### src/card_slot_mount_state_machine_defines.svh
// Assertion macros for the card slot mount block.
// Each expects clk and rst_n in scope at the place of use.
`ifndef CARD_SLOT_MOUNT_STATE_MACHINE_DEFINES_SVH
`define CARD_SLOT_MOUNT_STATE_MACHINE_DEFINES_SVH
`ifndef NO_ASSERTIONS
`define CSM_ASSERT_CLK(lbl, prop, msg) \
  lbl: assert property (@(posedge clk) disable iff (!rst_n) prop) else $error(msg);
`define CSM_ASSERT_NEXT(lbl, ante, cons, msg) \
  lbl: assert property (@(posedge clk) disable iff (!rst_n) (ante) |=> (cons)) else $error(msg);
`else
`define CSM_ASSERT_CLK(lbl, prop, msg)
`define CSM_ASSERT_NEXT(lbl, ante, cons, msg)
`endif
`endif

### src/csm_pkg.sv
`default_nettype none
package csm_pkg;

  localparam logic [3:0] ST_INIT_EMPTY  = 4'd0;
  localparam logic [3:0] ST_INIT_UNMNT  = 4'd1;
  localparam logic [3:0] ST_INIT_MNT    = 4'd2;
  localparam logic [3:0] ST_OPEN_EMPTY  = 4'd3;
  localparam logic [3:0] ST_OPEN_UNMNT  = 4'd4;
  localparam logic [3:0] ST_OPEN_MNT    = 4'd5;
  localparam logic [3:0] ST_CLOSE_EMPTY = 4'd6;
  localparam logic [3:0] ST_CLOSE_UNMNT = 4'd7;
  localparam logic [3:0] ST_CLOSE_MNT   = 4'd8;

  localparam logic [2:0] CMD_NONE  = 3'd0;
  localparam logic [2:0] CMD_MOUNT = 3'd1;
  localparam logic [2:0] CMD_LAZY  = 3'd2;
  localparam logic [2:0] CMD_FORCE = 3'd3;
  localparam logic [2:0] CMD_WAIT  = 3'd4;

  localparam logic [1:0] NOTE_NONE    = 2'd0;
  localparam logic [1:0] NOTE_MOUNTED = 2'd1;
  localparam logic [1:0] NOTE_UNMOUNT = 2'd2;

  localparam logic [2:0] ACT_INIT    = 3'd0;
  localparam logic [2:0] ACT_OPEN    = 3'd1;
  localparam logic [2:0] ACT_CLOSE   = 3'd2;
  localparam logic [2:0] ACT_ADDED   = 3'd3;
  localparam logic [2:0] ACT_REMOVED = 3'd4;
  localparam logic [2:0] ACT_DONE    = 3'd5;
  localparam logic [2:0] ACT_RETRY   = 3'd6;

  localparam logic [1:0] MSTAT_UNMOUNTED = 2'd0;
  localparam logic [1:0] MSTAT_MOUNTED   = 2'd1;

  localparam logic [7:0] RETRY_LIMIT_RESET = 8'd100;

  typedef struct packed {
    logic [2:0] action;
    logic [1:0] mount_status;
    logic       device_present;
    logic       command_ok;
  } csm_in_t;

  typedef struct packed {
    logic [2:0] command;
    logic [1:0] notice;
    logic [3:0] slot_state;
    logic       timed_out;
  } csm_out_t;

  typedef struct packed {
    logic [3:0] cur;
    logic [3:0] succ;
    logic [3:0] fail;
    logic [7:0] wait_cnt;
    logic       waiting;
    logic       last_mount;
    logic       busy;
  } csm_state_t;

endpackage
`default_nettype wire

### src/card_slot_mount_state_machine.sv
// Card slot mount controller.
// Input channel (in_valid/in_ready/in_data) carries one slot event per beat:
// init probe, door open/close, card added/removed, command done, retry tick.
// Result channel (out_valid/out_ready/out_data) returns exactly one beat per
// event: the command to run, an announcement, the slot state after the event
// and a timeout flag for a mount that gave up waiting for the device.
// cfg_wr_en/cfg_wr_data write retry_limit (reset 100); write only while idle.
// An accepted event is held in the input register; the state update then
// writes its result into the result register, which drives out_valid.
// Throughput: one event per cycle while the result is taken; the state
// update is a single pass of logic between the input and result registers.
// When the receiver stalls, the result register holds and the input
// register still takes one more event; in_ready then drops until the result
// is taken. rst_n (synchronous) returns the slot to init empty with no
// command outstanding, no device wait pending and both channels empty.
`default_nettype none
`include "card_slot_mount_state_machine_defines.svh"
module card_slot_mount_state_machine (
  input  logic              clk,
  input  logic              rst_n,
  input  logic              in_valid,
  output logic              in_ready,
  input  csm_pkg::csm_in_t  in_data,
  output logic              out_valid,
  input  logic              out_ready,
  output csm_pkg::csm_out_t out_data,
  input  logic              cfg_wr_en,
  input  logic [7:0]        cfg_wr_data
);

  logic                stg_v_r;
  csm_pkg::csm_in_t    stg_item_r;
  logic                out_v_r;
  csm_pkg::csm_out_t   out_data_r;
  csm_pkg::csm_state_t st_r;
  csm_pkg::csm_state_t st_nxt;
  csm_pkg::csm_out_t   res;
  logic [7:0]          retry_limit_r;
  logic                advance;

  assign advance   = stg_v_r && (!out_v_r || out_ready);
  assign in_ready  = !stg_v_r || advance;
  assign out_valid = out_v_r;
  assign out_data  = out_data_r;

  csm_step u_step (
    .st          (st_r),
    .item        (stg_item_r),
    .retry_limit (retry_limit_r),
    .st_nxt      (st_nxt),
    .res         (res)
  );

  always_ff @(posedge clk) begin
    if (!rst_n) begin
      stg_v_r       <= 1'b0;
      out_v_r       <= 1'b0;
      retry_limit_r <= csm_pkg::RETRY_LIMIT_RESET;
      st_r.cur        <= csm_pkg::ST_INIT_EMPTY;
      st_r.succ       <= csm_pkg::ST_INIT_EMPTY;
      st_r.fail       <= csm_pkg::ST_INIT_EMPTY;
      st_r.wait_cnt   <= '0;
      st_r.waiting    <= 1'b0;
      st_r.last_mount <= 1'b0;
      st_r.busy       <= 1'b0;
    end else begin
      if (cfg_wr_en) begin
        retry_limit_r <= cfg_wr_data;
      end
      if (in_valid && in_ready) begin
        stg_v_r    <= 1'b1;
        stg_item_r <= in_data;
      end else if (advance) begin
        stg_v_r <= 1'b0;
      end
      // Advance the staged beat into the result register and commit state.
      if (advance) begin
        out_v_r    <= 1'b1;
        out_data_r <= res;
        st_r       <= st_nxt;
      end else if (out_v_r && out_ready) begin
        out_v_r <= 1'b0;
      end
    end
  end

  `CSM_ASSERT_CLK(a_wait_idle_zero, !st_r.waiting |-> st_r.wait_cnt == 8'd0, "wait count set with no wait pending")
  `CSM_ASSERT_CLK(a_state_range, st_r.cur <= csm_pkg::ST_CLOSE_MNT, "slot state out of range")
  `CSM_ASSERT_CLK(a_tmo_no_cmd, out_v_r && out_data_r.timed_out |-> out_data_r.command == csm_pkg::CMD_NONE, "timeout beat carries a command")
  `CSM_ASSERT_CLK(a_full_blocks, stg_v_r && out_v_r && !out_ready |-> !in_ready, "input taken with both stages full")
  `CSM_ASSERT_NEXT(a_stage_hold, stg_v_r && !advance, stg_v_r && $stable(stg_item_r), "staged beat lost while blocked")

endmodule
`default_nettype wire

### src/csm_step.sv
`default_nettype none
module csm_step (
  input  csm_pkg::csm_state_t st,
  input  csm_pkg::csm_in_t    item,
  input  logic [7:0]          retry_limit,
  output csm_pkg::csm_state_t st_nxt,
  output csm_pkg::csm_out_t   res
);

  csm_pkg::csm_state_t ms_st;
  logic [2:0]          ms_cmd;
  logic                ms_tmo;

  // Mount attempt from the current state with the new targets applied later.
  always_comb begin
    ms_st  = st;
    ms_cmd = csm_pkg::CMD_NONE;
    ms_tmo = 1'b0;
    if (st.wait_cnt >= retry_limit) begin
      ms_st.wait_cnt = '0;
      ms_st.waiting  = 1'b0;
      ms_tmo         = 1'b1;
    end else if (!item.device_present) begin
      ms_st.wait_cnt = st.wait_cnt + 8'd1;
      ms_st.waiting  = 1'b1;
      ms_cmd         = csm_pkg::CMD_WAIT;
    end else begin
      ms_st.wait_cnt   = '0;
      ms_st.waiting    = 1'b0;
      ms_st.last_mount = 1'b1;
      ms_st.busy       = 1'b1;
      ms_cmd           = csm_pkg::CMD_MOUNT;
    end
  end

  always_comb begin
    st_nxt = st;
    res    = '0;
    case (item.action)
      csm_pkg::ACT_INIT: begin
        if (item.mount_status == csm_pkg::MSTAT_UNMOUNTED) begin
          st_nxt.cur = item.device_present ? csm_pkg::ST_INIT_UNMNT : csm_pkg::ST_INIT_EMPTY;
        end else if (item.mount_status == csm_pkg::MSTAT_MOUNTED) begin
          st_nxt.cur = csm_pkg::ST_INIT_MNT;
          res.notice = csm_pkg::NOTE_MOUNTED;
        end
      end
      csm_pkg::ACT_OPEN: begin
        if (st.cur inside {csm_pkg::ST_CLOSE_MNT, csm_pkg::ST_INIT_MNT}) begin
          st_nxt.cur        = csm_pkg::ST_OPEN_MNT;
          st_nxt.succ       = csm_pkg::ST_OPEN_UNMNT;
          st_nxt.fail       = csm_pkg::ST_OPEN_MNT;
          st_nxt.last_mount = 1'b0;
          st_nxt.busy       = 1'b1;
          res.command       = csm_pkg::CMD_LAZY;
          res.notice        = csm_pkg::NOTE_UNMOUNT;
        end else if (st.cur inside {csm_pkg::ST_INIT_UNMNT, csm_pkg::ST_CLOSE_UNMNT}) begin
          st_nxt.cur = csm_pkg::ST_OPEN_UNMNT;
        end else if (st.cur inside {csm_pkg::ST_CLOSE_EMPTY, csm_pkg::ST_INIT_EMPTY}) begin
          st_nxt.cur = csm_pkg::ST_OPEN_EMPTY;
        end
      end
      csm_pkg::ACT_CLOSE: begin
        if (st.cur inside {csm_pkg::ST_OPEN_UNMNT, csm_pkg::ST_INIT_UNMNT}) begin
          st_nxt      = ms_st;
          st_nxt.succ = csm_pkg::ST_CLOSE_MNT;
          st_nxt.fail = csm_pkg::ST_CLOSE_UNMNT;
          if (ms_tmo) begin
            st_nxt.cur = csm_pkg::ST_CLOSE_UNMNT;
          end
          res.command   = ms_cmd;
          res.timed_out = ms_tmo;
        end else if (st.cur inside {csm_pkg::ST_OPEN_EMPTY, csm_pkg::ST_INIT_EMPTY}) begin
          st_nxt.cur = csm_pkg::ST_CLOSE_EMPTY;
        end else if (st.cur inside {csm_pkg::ST_INIT_MNT, csm_pkg::ST_OPEN_MNT}) begin
          st_nxt.cur = csm_pkg::ST_CLOSE_MNT;
        end
      end
      csm_pkg::ACT_ADDED: begin
        if (st.cur inside {csm_pkg::ST_CLOSE_EMPTY, csm_pkg::ST_OPEN_EMPTY}) begin
          st_nxt      = ms_st;
          st_nxt.succ = csm_pkg::ST_CLOSE_MNT;
          st_nxt.fail = csm_pkg::ST_CLOSE_UNMNT;
          if (ms_tmo) begin
            st_nxt.cur = csm_pkg::ST_CLOSE_UNMNT;
          end
          res.command   = ms_cmd;
          res.timed_out = ms_tmo;
        end
      end
      csm_pkg::ACT_REMOVED: begin
        if (st.cur == csm_pkg::ST_OPEN_UNMNT) begin
          st_nxt.cur = csm_pkg::ST_OPEN_EMPTY;
        end else if (st.cur == csm_pkg::ST_OPEN_MNT) begin
          st_nxt.succ       = csm_pkg::ST_OPEN_EMPTY;
          st_nxt.fail       = csm_pkg::ST_OPEN_EMPTY;
          st_nxt.last_mount = 1'b0;
          st_nxt.busy       = 1'b1;
          res.command       = csm_pkg::CMD_FORCE;
          res.notice        = csm_pkg::NOTE_UNMOUNT;
        end
      end
      csm_pkg::ACT_DONE: begin
        if (st.busy) begin
          st_nxt.busy = 1'b0;
          st_nxt.cur  = item.command_ok ? st.succ : st.fail;
          if (item.command_ok && st.last_mount) begin
            res.notice = csm_pkg::NOTE_MOUNTED;
          end
        end
      end
      csm_pkg::ACT_RETRY: begin
        // Drop stray ticks; otherwise continue the pending mount attempt.
        if (st.waiting) begin
          st_nxt = ms_st;
          if (ms_tmo) begin
            st_nxt.cur = st.fail;
          end
          res.command   = ms_cmd;
          res.timed_out = ms_tmo;
        end
      end
      default: begin
      end
    endcase
    res.slot_state = st_nxt.cur;
  end

endmodule
`default_nettype wire

### config.mk
export PLATFORM = sky130hd
export DESIGN_NAME = card_slot_mount_state_machine
export DESIGN_NICKNAME = d
export VERILOG_FILES = /design/src/csm_pkg.sv /design/src/card_slot_mount_state_machine.sv /design/src/csm_step.sv
export VERILOG_INCLUDE_DIRS = /design/src /design/src/src
export SDC_FILE = /design/constraint.sdc
export NUM_CORES = 1
export LEC_CHECK = 0
export BUFFER_PORTS_ARGS = -buffer_cell sky130_fd_sc_hd__buf_2
export CAP_MARGIN = 20
export CORE_MARGIN = 4
export CORE_UTILIZATION = 55
export CTS_CLUSTER_SIZE = 28
export DETAILED_ROUTE_END_ITERATION = 10
export GPL_TIMING_DRIVEN = 0
export PLACE_DENSITY_LB_ADDON = 0.05
export SLEW_MARGIN = 5
export SYNTH_ARGS = -nofsm -noshare
export SYNTH_HDL_FRONTEND = slang
export SYNTH_HIERARCHICAL = 1
export SYNTH_SLANG_ARGS = --single-unit
### constraint.sdc
create_clock -name clk -period 2.85 [get_ports clk]
set_input_delay 0 -clock clk [delete_from_list [all_inputs] [get_ports clk]]
set_output_delay 0 -clock clk [all_outputs]
set_load 0.005 [all_outputs]
==> metrics.md, run 1 <==
| Metric | Value |
|---|---|
| Count leader, synth | nand2_1 |
| Worst slew pin tran | 0.662 ns |
| Maximum vdd ir drop | 0.000274 V |
| Nets | 493 |
| Synth top area share | 19.6% |
| WP data arrival | 2.91 ns |
| Max-Slew Margin vs Limit | 55.4% |
| Tmin final | 2.67 ns |
| Syn Std Cell Area | 3370 µm² |
| Synth top area cells | dfxtp_1, edfxtp_1, mux2i_1 |
| Power per cell area | 366 nW/µm² |
| H-tree depth | 2 |
| P_leak | 0.00153 µW |
| Vias in the first global route | 2915 |
| Max Root-Sink Buffers | 2 |
| Ant diodes | 0 |
| Worst hold-check path type | in2reg |
| Syn-to-layout area delta | 15.3% |
| Reg2reg setup slack | 0.18 ns |
| Antenna Nets Post-Route | 0 |
| DR iter-0 viols | 352 |
| IO Port Bufs | 29 |
| Max Cap Violations | 0 |
| WP data required | 3.09 ns |
| Wire per inst | 16.9 µm |
| Residual DRC | 0 |
| Post-route cell area | 3880 µm² |
| RSZ-0062 raised after global routing | no |
| Endpoints failing setup | 0 |
| Post-synth EDFFs | 17 |
| FP Rows | 28 |
| Crit Path Category | reg2reg |
| Dpl ws | -0.129 ns |
| Worst Setup Start Kind | flip-flop |
| Register area | 1170 µm² |
| Clk slew on worst S/H paths | 0.09 ns |
| Core Area | 5920 µm² |
| Final Util | 65.6% |
| Commonest cells post-synth | nand2_1, mux2i_1, dfxtp_1 |
| Multi-input logic area | 1940 µm² |
| Dpl cell area | 3610 µm² |
| Max FO, Critical Path | 6 |
| Fmax | 374 MHz |
| IO Pins | 32 |
| Post-Synthesis Cells | 411 |
| Total Routing Usage GR | 25.3% |
| Final Max Slew Viols | 0 |
| Vias | 3177 |
| Status | completed |
| Area leader, netlist | dfxtp_1 |
| Predominant post-synthesis flop cell | dfxtp_1 |
| Net Count, Synth | 440 |
| Fin Hold WS | 0.0128 ns |
| Via density | 5.88 |
| Final period util | 93.7% |
| Largest net degree at the start of global routing | 16 |
| Final hold vios | 0 |
| DIE AREA | 7440 µm² |
| Die W | 86.3 µm |
| Detailed placement HPWL | 6.48 mm |
| Drt total wl | 9.11 mm |
| Flops & latches, synth | 50 |
| Synthesis warning total | 6 |
| Gpl congestion | 0.962 |
| Initial Utilization | 56.9% |
| Sequential share of the synthesized area | 34.8% |
| First-pass GRT wire length | 14.9 mm |
| Root Driver | clkbuf_8 |
| Clock Skew | 0.0114 ns |
| Layout cells sized above 1 | 14.4% |
| Clk Latency, worst-skew pair | 0.31 ns |
| Pre-antenna DRT Iters | 5 |
| CTS Buf Count | 5 |
| Grt total ovfl | 0 |
| Post-synth cell types | 64 |
| Clk sinks | 50 |
| Async SR Flop Fraction | 0% |
| Worst setup EP type | flip-flop |
| Die height | 86.3 µm |
| Syn Area/Cell | 8.20 µm² |
| Fillers | 527 |
| CTS tree | done |
| Final WS setup | 0.179 ns |
| Initial antenna violation count | 0 |
==> power by group <==
part           total, µW  internal [µW]  switching [µW]
clock                424            174             250
sequential           769            757            11.8
combinational        230            101             129
total               1420           1030             391
==> final cells by class <==
cell class              count  share of cell area [%]
multi-input cells         305                    50.1
flip-flops and latches     50                    30.2
repair buffers             46                    8.05
plain buffers              34                    4.80
well taps                  75                    2.42
inverters                  22                    2.26
clock buffers               6                    1.87
clock inverters             2                   0.354
==> layer usage <==
layer | track usage (%) | up-vias | routed length, µm
met3 | 3.80 | 14 | 712
met5 | 0 | - | 0
li1 | - | 1546 | -
met2 | 39.0 | 131 | 4040
met4 | 5.81 | 0 | 135
met1 | 37.5 | 1486 | 4220
==> worst max-delay path, cell delays in order (launching register included) <==
cell	delay, ns
dfxtp_2	0.39
inv_1	0.06
ha_1	0.28
nand2b_4	0.14
a2111o_1	0.49
a32o_1	0.38
a21oi_1	0.18
nor3_1	0.07
a21oi_1	0.26
buf_4	0.17
nand2_1	0.04
mux2i_1	0.14
==> registers in the layout, summed over array words and instances (netlist names) <==
register,count
retry_limit_r,8
out_valid,1
stg_item_r,7
st_r,23
out_data,10
stg_v_r,1
==> metrics by stage <==
step	setup TNS [ns]	std cells	total power [µW]
floorplan	0	411	930
global placement	-0.259	515	989
detailed placement	-0.198	515	991
CTS	0	539	1430
global route	0	540	1480
finish	0	540	1420
==> cell families (layout without fill, tap and decap cells) <==
group	count (synthesis)	count (layout)	synth area share (%)
multiplexers	37	37	11.1
adder cells (fa/ha/maj)	9	9	3.34
flip-flops	50	50	34.8
AND/OR/NAND/NOR	157	157	22.4
buffers and inverters	56	110	8.14
XOR/XNOR	5	5	1.30
AO/OA/AOI/OAI	97	97	19.0
==> final timing paths <==
path | from | endpoint | cells after the start
worst min register to register | st_r[1] | st_r[1] | 2
worst min-delay path | rst_n | retry_limit_r[2] | 2
worst max register to register | st_r[3] | st_r[19] | 11
worst max-delay path | st_r[3] | st_r[19] | 11
==> placed cells by master, fill, tap and decap left out, drive strengths merged, types with 4 or more instances in the layout <==
| cell type | Yosys | layout |
|---|---|---|
| nand3b | 5 | 5 |
| nor3 | 11 | 11 |
| nor2b | 12 | 12 |
| o21ai | 29 | 29 |
| inv | 21 | 21 |
| a22oi | 4 | 4 |
| buf | 19 | 49 |
| o31ai | 5 | 5 |
| edfxtp | 17 | 17 |
| dfxtp | 33 | 33 |
| dlygate4sd3 | 0 | 16 |
| nor2 | 19 | 19 |
| nand2b | 4 | 4 |
| mux2i | 35 | 35 |
| a21o | 4 | 4 |
| a21oi | 22 | 22 |
| nand2 | 80 | 80 |
| nand3 | 7 | 7 |
| and3 | 4 | 4 |
| and2 | 4 | 4 |
| o211ai | 5 | 5 |
| clkbuf | 15 | 21 |
| ha | 9 | 9 |
==> what timing repair did <==
item / 4_1_cts / 5_1_grt
cloned: 0 / 0
pin swaps: 0 / 1
setup buffers: 0 / 1
hold endpoints to repair: 16 / 0
hold buffers: 16 / 0
resized for setup: 1 / 4
endpoints found under the setup margin: 3 / 7
Note: power is estimated with default switching activity, not from simulation.
==> run 2: changes to the inputs <==
Settings changed: ABC_AREA set to 1.
==> run 2 against run 1 <==
Non-clock buffer count fell by 9. First-iteration DRC count decreased by 9.4%. Flip-flop and latch count unchanged. Wire length up 4.2%. Synthesized cell count up 25%. Synthesized area grew 3.1%. Final cell count rose by 20%. Critical path type unchanged. Largest power group unchanged.
==> metrics.md, run 2 <==
| Metric | Value |
|---|---|
| Status | completed |
| Fin Hold WS | 0.0221 ns |
| Wire per inst | 14.7 µm |
| CTS Buf Count | 5 |
| Clk slew on worst S/H paths | 0.10 ns |
| Core Area | 6030 µm² |
| Sequential share of the synthesized area | 33.7% |
| CTS tree | done |
| Vias in the first global route | 3332 |
| R2R cell count | 15 |
| Main combinational cell family by area after synthesis | simple AND/OR/NAND/NOR gates |
| Syn Std Cell Area | 3470 µm² |
| Max FFs per register | 23 |
| WP data arrival | 2.71 ns |
| Endpoints failing setup | 0 |
| Die W | 87.5 µm |
| Syn-to-layout area delta | 16.3% |
| Xor/xnor share of the synthesized area | 0.504% |
| Final hold vios | 0 |
| Gpl congestion | 1.01 |
| Commonest non-fill, non-tap cell in the layout | nand2_1 |
| Ant diodes | 0 |
| Simple-Gate Fraction of Synth Area | 34.8% |
| Clock Skew | 0.00940 ns |
| Max Cap Violations | 0 |
| DIE AREA | 7650 µm² |
| Layout cells sized above 1 | 18.2% |
| Predominant post-synthesis flop cell | dfxtp_1 |
| Tmin final | 2.51 ns |
| RSZ-0062 raised after global routing | no |
| Total Routing Usage GR | 26.4% |
| Nets | 599 |
| Root Driver | clkbuf_8 |
| Crit Path Category | reg2reg |
| Syn Area/Cell | 6.77 µm² |
| IO Port Bufs | 29 |
| Reg2reg setup slack | 0.34 ns |
| Worst reg2reg path startpoint | st_r[10] |
| Max Root-Sink Buffers | 2 |
| First-pass GRT wire length | 15.7 mm |
| Via density | 5.46 |
| Placed insts | 617 |
| Max-Slew Margin vs Limit | 48.4% |
| Setup_tns | 0 ns |
| Fillers | 546 |
| Pre-antenna DRT Iters | 5 |
| Worst Setup Start Kind | flip-flop |
| Final Max Slew Viols | 0 |
| Dpl ws | 0.465 ns |
| Crit path to | st_r[22] |
| Most frequent cells in the layout | nand2_1, inv_1, nor2_1, nand3_1, buf_2 |
| Antenna Nets Post-Route | 0 |
| Area fraction in compound gates after synthesis | 14.0% |
| Drt total wl | 9.49 mm |
| Maximum vdd ir drop | 0.000291 V |
| Worst slew pin tran | 0.772 ns |
| Final WS setup | 0.344 ns |
| Non-Filler Instances | 646 |
| Synth top area cells | dfxtp_1, edfxtp_1, nand2_1 |
| Count leader, synth | nand2_1 |
| Residual DRC | 0 |
| Area leader, netlist | dfxtp_1 |
| Grt total ovfl | 0 |
| Mux cell area share after synthesis | 0% |
| Final period util | 87.9% |
| Async SR Flop Fraction | 0% |
| Die height | 87.5 µm |
| Post-synth EDFFs | 17 |
| Adder-cell share of the synthesized area | 3.24% |
| Worst setup path start | st_r[10] |
| Worst hold-check path type | in2reg |
| Power per cell area | 429 nW/µm² |
| Flops & latches, synth | 50 |
| Largest net degree at the start of global routing | 17 |
| Post-Synthesis Cells | 513 |
| Final Util | 67.0% |
| Max FO, Critical Path | 9 |
| H-tree depth | 2 |
| Post-synth cell types | 41 |
| Fmax | 399 MHz |
| Reg with most FFs | st_r |
| Vias | 3525 |
| FP Rows | 28 |
| Initial Utilization | 57.6% |
| Synthesis warning total | 6 |
| IO Pins | 32 |
| Synth top area share | 19.0% |
| Commonest cells post-synth | nand2_1, inv_1, nor2_1 |
| Reg2reg end | st_r[22] |
| Detailed placement HPWL | 7.15 mm |
| DR iter-0 viols | 319 |
| Initial antenna violation count | 0 |
| Net Count, Synth | 542 |
| Clk sinks | 50 |
| Worst setup EP type | flip-flop |
| WP data required | 3.05 ns |
| Clk Latency, worst-skew pair | 0.31 ns |
| P_leak | 0.00200 µW |
run 2: layer usage:
metal	track usage, %	share of wire, %	vias up
li1	-	-	1758
met4	10.2	2.6	0
met5	0	0	-
met1	32.0	41	1594
met2	47.1	51	144
met3	3.41	5.7	29
run 2: worst min path at each step:
stage                          start  slack (ns)                to  cells after the start
after floorplan           in_data[0]         0.1     stg_item_r[0]                      0
after global placement    in_data[5]        0.18     stg_item_r[5]                      1
after detailed placement  in_data[2]        0.18     stg_item_r[2]                      1
after CTS                  out_ready       0.008           stg_v_r                      4
after global routing       cfg_wr_en        0.02  retry_limit_r[6]                      3
final                      cfg_wr_en        0.02  retry_limit_r[6]                      3
run 2: timing repair:
item	CTS	global route
hold buffers	20	0
setup buffers	0	0
hold endpoints to repair	17	0
resized for setup	0	0
run 2: critical path: stages, from the launching register on:
cell and delay [ns]:
dfxtp_1 0.36, ha_1 0.31, nand2_1 0.07, nor2_1 0.18
nand4_1 0.20, nand3_2 0.26, nand2_1 0.13, a21oi_1 0.21
nand2_1 0.09, nand2_1 0.09, nand2_1 0.09, buf_4 0.14
inv_1 0.05, nand3_1 0.08, nand2_1 0.08, nor2_1 0.04
run 2: layout make-up:
| cell class | instances | area [µm²] | share of cell area, % |
|---|---|---|---|
| clock inverters | 1 | 8.76 | 0.217 |
| flip-flops and latches | 50 | 1170 | 29.0 |
| clock buffers | 7 | 108 | 2.66 |
| plain buffers | 21 | 149 | 3.69 |
| inverters | 85 | 329 | 8.14 |
| multi-input cells | 357 | 1820 | 45.2 |
| repair buffers | 50 | 357 | 8.83 |
| well taps | 75 | 93.8 | 2.32 |
run 2: where the power goes:
part | switching, µW | internal, µW | leakage (µW) | total, µW
combinational | 242 | 162 | 0.00151 | 405
sequential | 43.2 | 781 | 0.000426 | 824
clock | 249 | 254 | 0.0000600 | 503
run 2: cells by family (layout without fill, tap and decap cells):
kind of cell | after synthesis | in the layout
and+or+nand+nor | 263 | 263
adders and majority gates | 9 | 9
DFF | 50 | 50
AOI/OAI and AO/OA | 83 | 83
xor gates and xnor gates | 2 | 2
buffers and inverters | 106 | 164
run 2: metrics by stage:
step	instance area, µm²	total power (µW)
2_1_floorplan	3470	1110
5_1_grt	4040	1830
4_1_cts	4030	1740
6_report	4040	1730
3_5_place_dp	3710	1210
3_3_place_gp	3710	1210
==> run 3: changes to the inputs <==
Settings changed: SETUP_SLACK_MARGIN set to 0.4.
==> run 3 against run 2 <==
Power up 0.71%. Hold slack got worse by 0.0032 ns. Sequential power hardly changed. Critical path type unchanged. Critical endpoint unchanged. Largest cell class unchanged.
==> metrics.md, run 3 (synthesis results as in run 2) <==
| Metric | Value |
|---|---|
| Status | completed |
| WP data required | 3.05 ns |
| Syn-to-layout area delta | 17.6% |
| Pre-antenna DRT Iters | 5 |
| Reg with most FFs | st_r |
| Net Sw Power | 540 µW |
| Final Max Slew Viols | 0 |
| Dpl ws | 0.465 ns |
| Tmin final | 2.35 ns |
| RSZ-0062 raised after global routing | yes |
| Worst slew pin tran | 0.743 ns |
| Total Routing Usage GR | 26.4% |
| DR iter-0 viols | 325 |
| Wire per inst | 14.7 µm |
| Initial antenna violation count | 0 |
| Maximum vdd ir drop | 0.000291 V |
| Residual DRC | 0 |
| Clk Latency, worst-skew pair | 0.31 ns |
| Most frequent cells in the layout | nand2_1, inv_1, nor2_1, nand3_1, buf_2 |
| Dpl cell area | 3710 µm² |
| Via density | 5.39 |
| Drt total wl | 9.57 mm |
| Reg2reg end | st_r[22] |
| IO Pins | 32 |
| R2R cell count | 16 |
| Die W | 87.5 µm |
| Endpoints failing setup | 0 |
| CTS tree | done |
| Core Area | 6030 µm² |
| Gpl congestion | 1.01 |
| Placed insts | 617 |
| WHS Endpoint | retry_limit_r[6] |
| Worst hold-check path type | in2reg |
| Worst Setup Start Kind | flip-flop |
| Commonest non-fill, non-tap cell in the layout | nand2_1 |
| Worst setup EP type | flip-flop |
| First-pass GRT wire length | 15.7 mm |
| Combinational power share | 23.8% |
| Vias in the first global route | 3347 |
| Worst reg2reg path startpoint | retry_limit_r[7] |
| Detailed placement HPWL | 7.15 mm |
| Clock power share | 28.9% |
| Die height | 87.5 µm |
| Final period util | 82.4% |
| Post-route cell area | 4090 µm² |
| Grt total ovfl | 0 |
| Non-Filler Instances | 649 |
| Ant diodes | 0 |
| Largest net degree at the start of global routing | 17 |
| P_leak | 0.00202 µW |
| Max FFs per register | 23 |
| Net Sw Frac | 31.0% |
| Crit Path Category | reg2reg |
| Max Cap Violations | 0 |
| WHS Path Cells | 3 |
| Initial Utilization | 57.6% |
| WP data arrival | 2.55 ns |
| CTS Buf Count | 5 |
| Cell internal pwr | 1200 µW |
| Clk slew on worst S/H paths | 0.10 ns |
| Root Driver | clkbuf_8 |
| Nets | 602 |
| Vias | 3495 |
| Final WS setup | 0.501 ns |
| Setup_tns | 0 ns |
| DIE AREA | 7650 µm² |
| Final hold vios | 0 |
| H-tree depth | 2 |
| Reg2reg setup slack | 0.50 ns |
| Clk sinks | 50 |
| FP Rows | 28 |
| Layout cells sized above 1 | 19.3% |
| Max Root-Sink Buffers | 2 |
| Fmax | 426 MHz |
| Antenna Nets Post-Route | 0 |
| Max-Slew Margin vs Limit | 50.3% |
| Max FO, Critical Path | 7 |
| Power per cell area | 427 nW/µm² |
| IO Port Bufs | 29 |
| Sequential power share | 47.3% |
| Min-delay src | cfg_wr_en |
| Clock Skew | 0.00946 ns |
run 3: worst max-delay path by stage:
stage,end,cells past startpoint,startpoint,slack [ns]
floorplan,st_r[19],15,st_r[10],0.89
global placement,st_r[22],15,st_r[10],0.46
detailed placement,st_r[22],15,st_r[10],0.47
CTS,st_r[22],15,st_r[10],0.42
global route,st_r[22],16,retry_limit_r[7],0.36
finish,st_r[22],16,retry_limit_r[7],0.50
run 3: repair_timing:
item	4_1_cts	5_1_grt
pin swaps	1	3
setup buffers	1	2
endpoints found under the hold margin	17	0
gates resized for setup	1	5
setup endpoints to repair	1	4
hold buffers	20	0
run 3: worst max-delay path: stages, from the launching register on:
cell and delay, ns:
dfxtp_1 0.34, inv_1 0.04, ha_1 0.28, nand2_1 0.08
nor2_2 0.17, nand4_1 0.22, nand3_4 0.17, nand2_1 0.11
a21oi_2 0.19, nand2_1 0.08, nand2_1 0.08, nand2_1 0.09
buf_4 0.14, inv_1 0.05, nand3_1 0.08, nand2_1 0.08
nor2_1 0.04
run 3: power by group through the flow:
stage | clock network, µW | registers, µW | logic (µW)
2_1_floorplan | 0 | 829 | 283
3_3_place_gp | 0 | 840 | 366
3_5_place_dp | 0 | 841 | 373
4_1_cts | 520 | 824 | 399
5_1_grt | 546 | 831 | 465
6_report | 504 | 825 | 415
run 3: layer usage:
metal / GRT usage, % / up-vias / part of all wire (%)
met5: 0 / - / 0
met4: 10.2 / 0 / 2.5
met3: 3.41 / 25 / 5.6
met2: 47.3 / 128 / 51
met1: 31.9 / 1576 / 41
li1: - / 1766 / -
run 3: cell type report:
| cell class | count | area, µm² |
|---|---|---|
| sequential | 50 | 1170 |
| clock buffer | 7 | 108 |
| tap | 75 | 93.8 |
| inverter | 85 | 329 |
| fill | 541 | 1940 |
| timing repair buffer | 53 | 379 |
| clock inverter | 1 | 8.76 |
| multi-input combinational | 357 | 1850 |
| buffer | 21 | 149 |
run 3: through the flow:
stage | total power (µW) | utilization, % | hold slack (ns)
global route | 1840 | 67.8 | 0.0173
floorplan | 1110 | - | 0.0989
detailed placement | 1210 | 61.6 | 0.180
CTS | 1740 | 67.1 | 0.00787
finish | 1740 | 67.8 | 0.0189
global placement | 1210 | 61.6 | 0.177
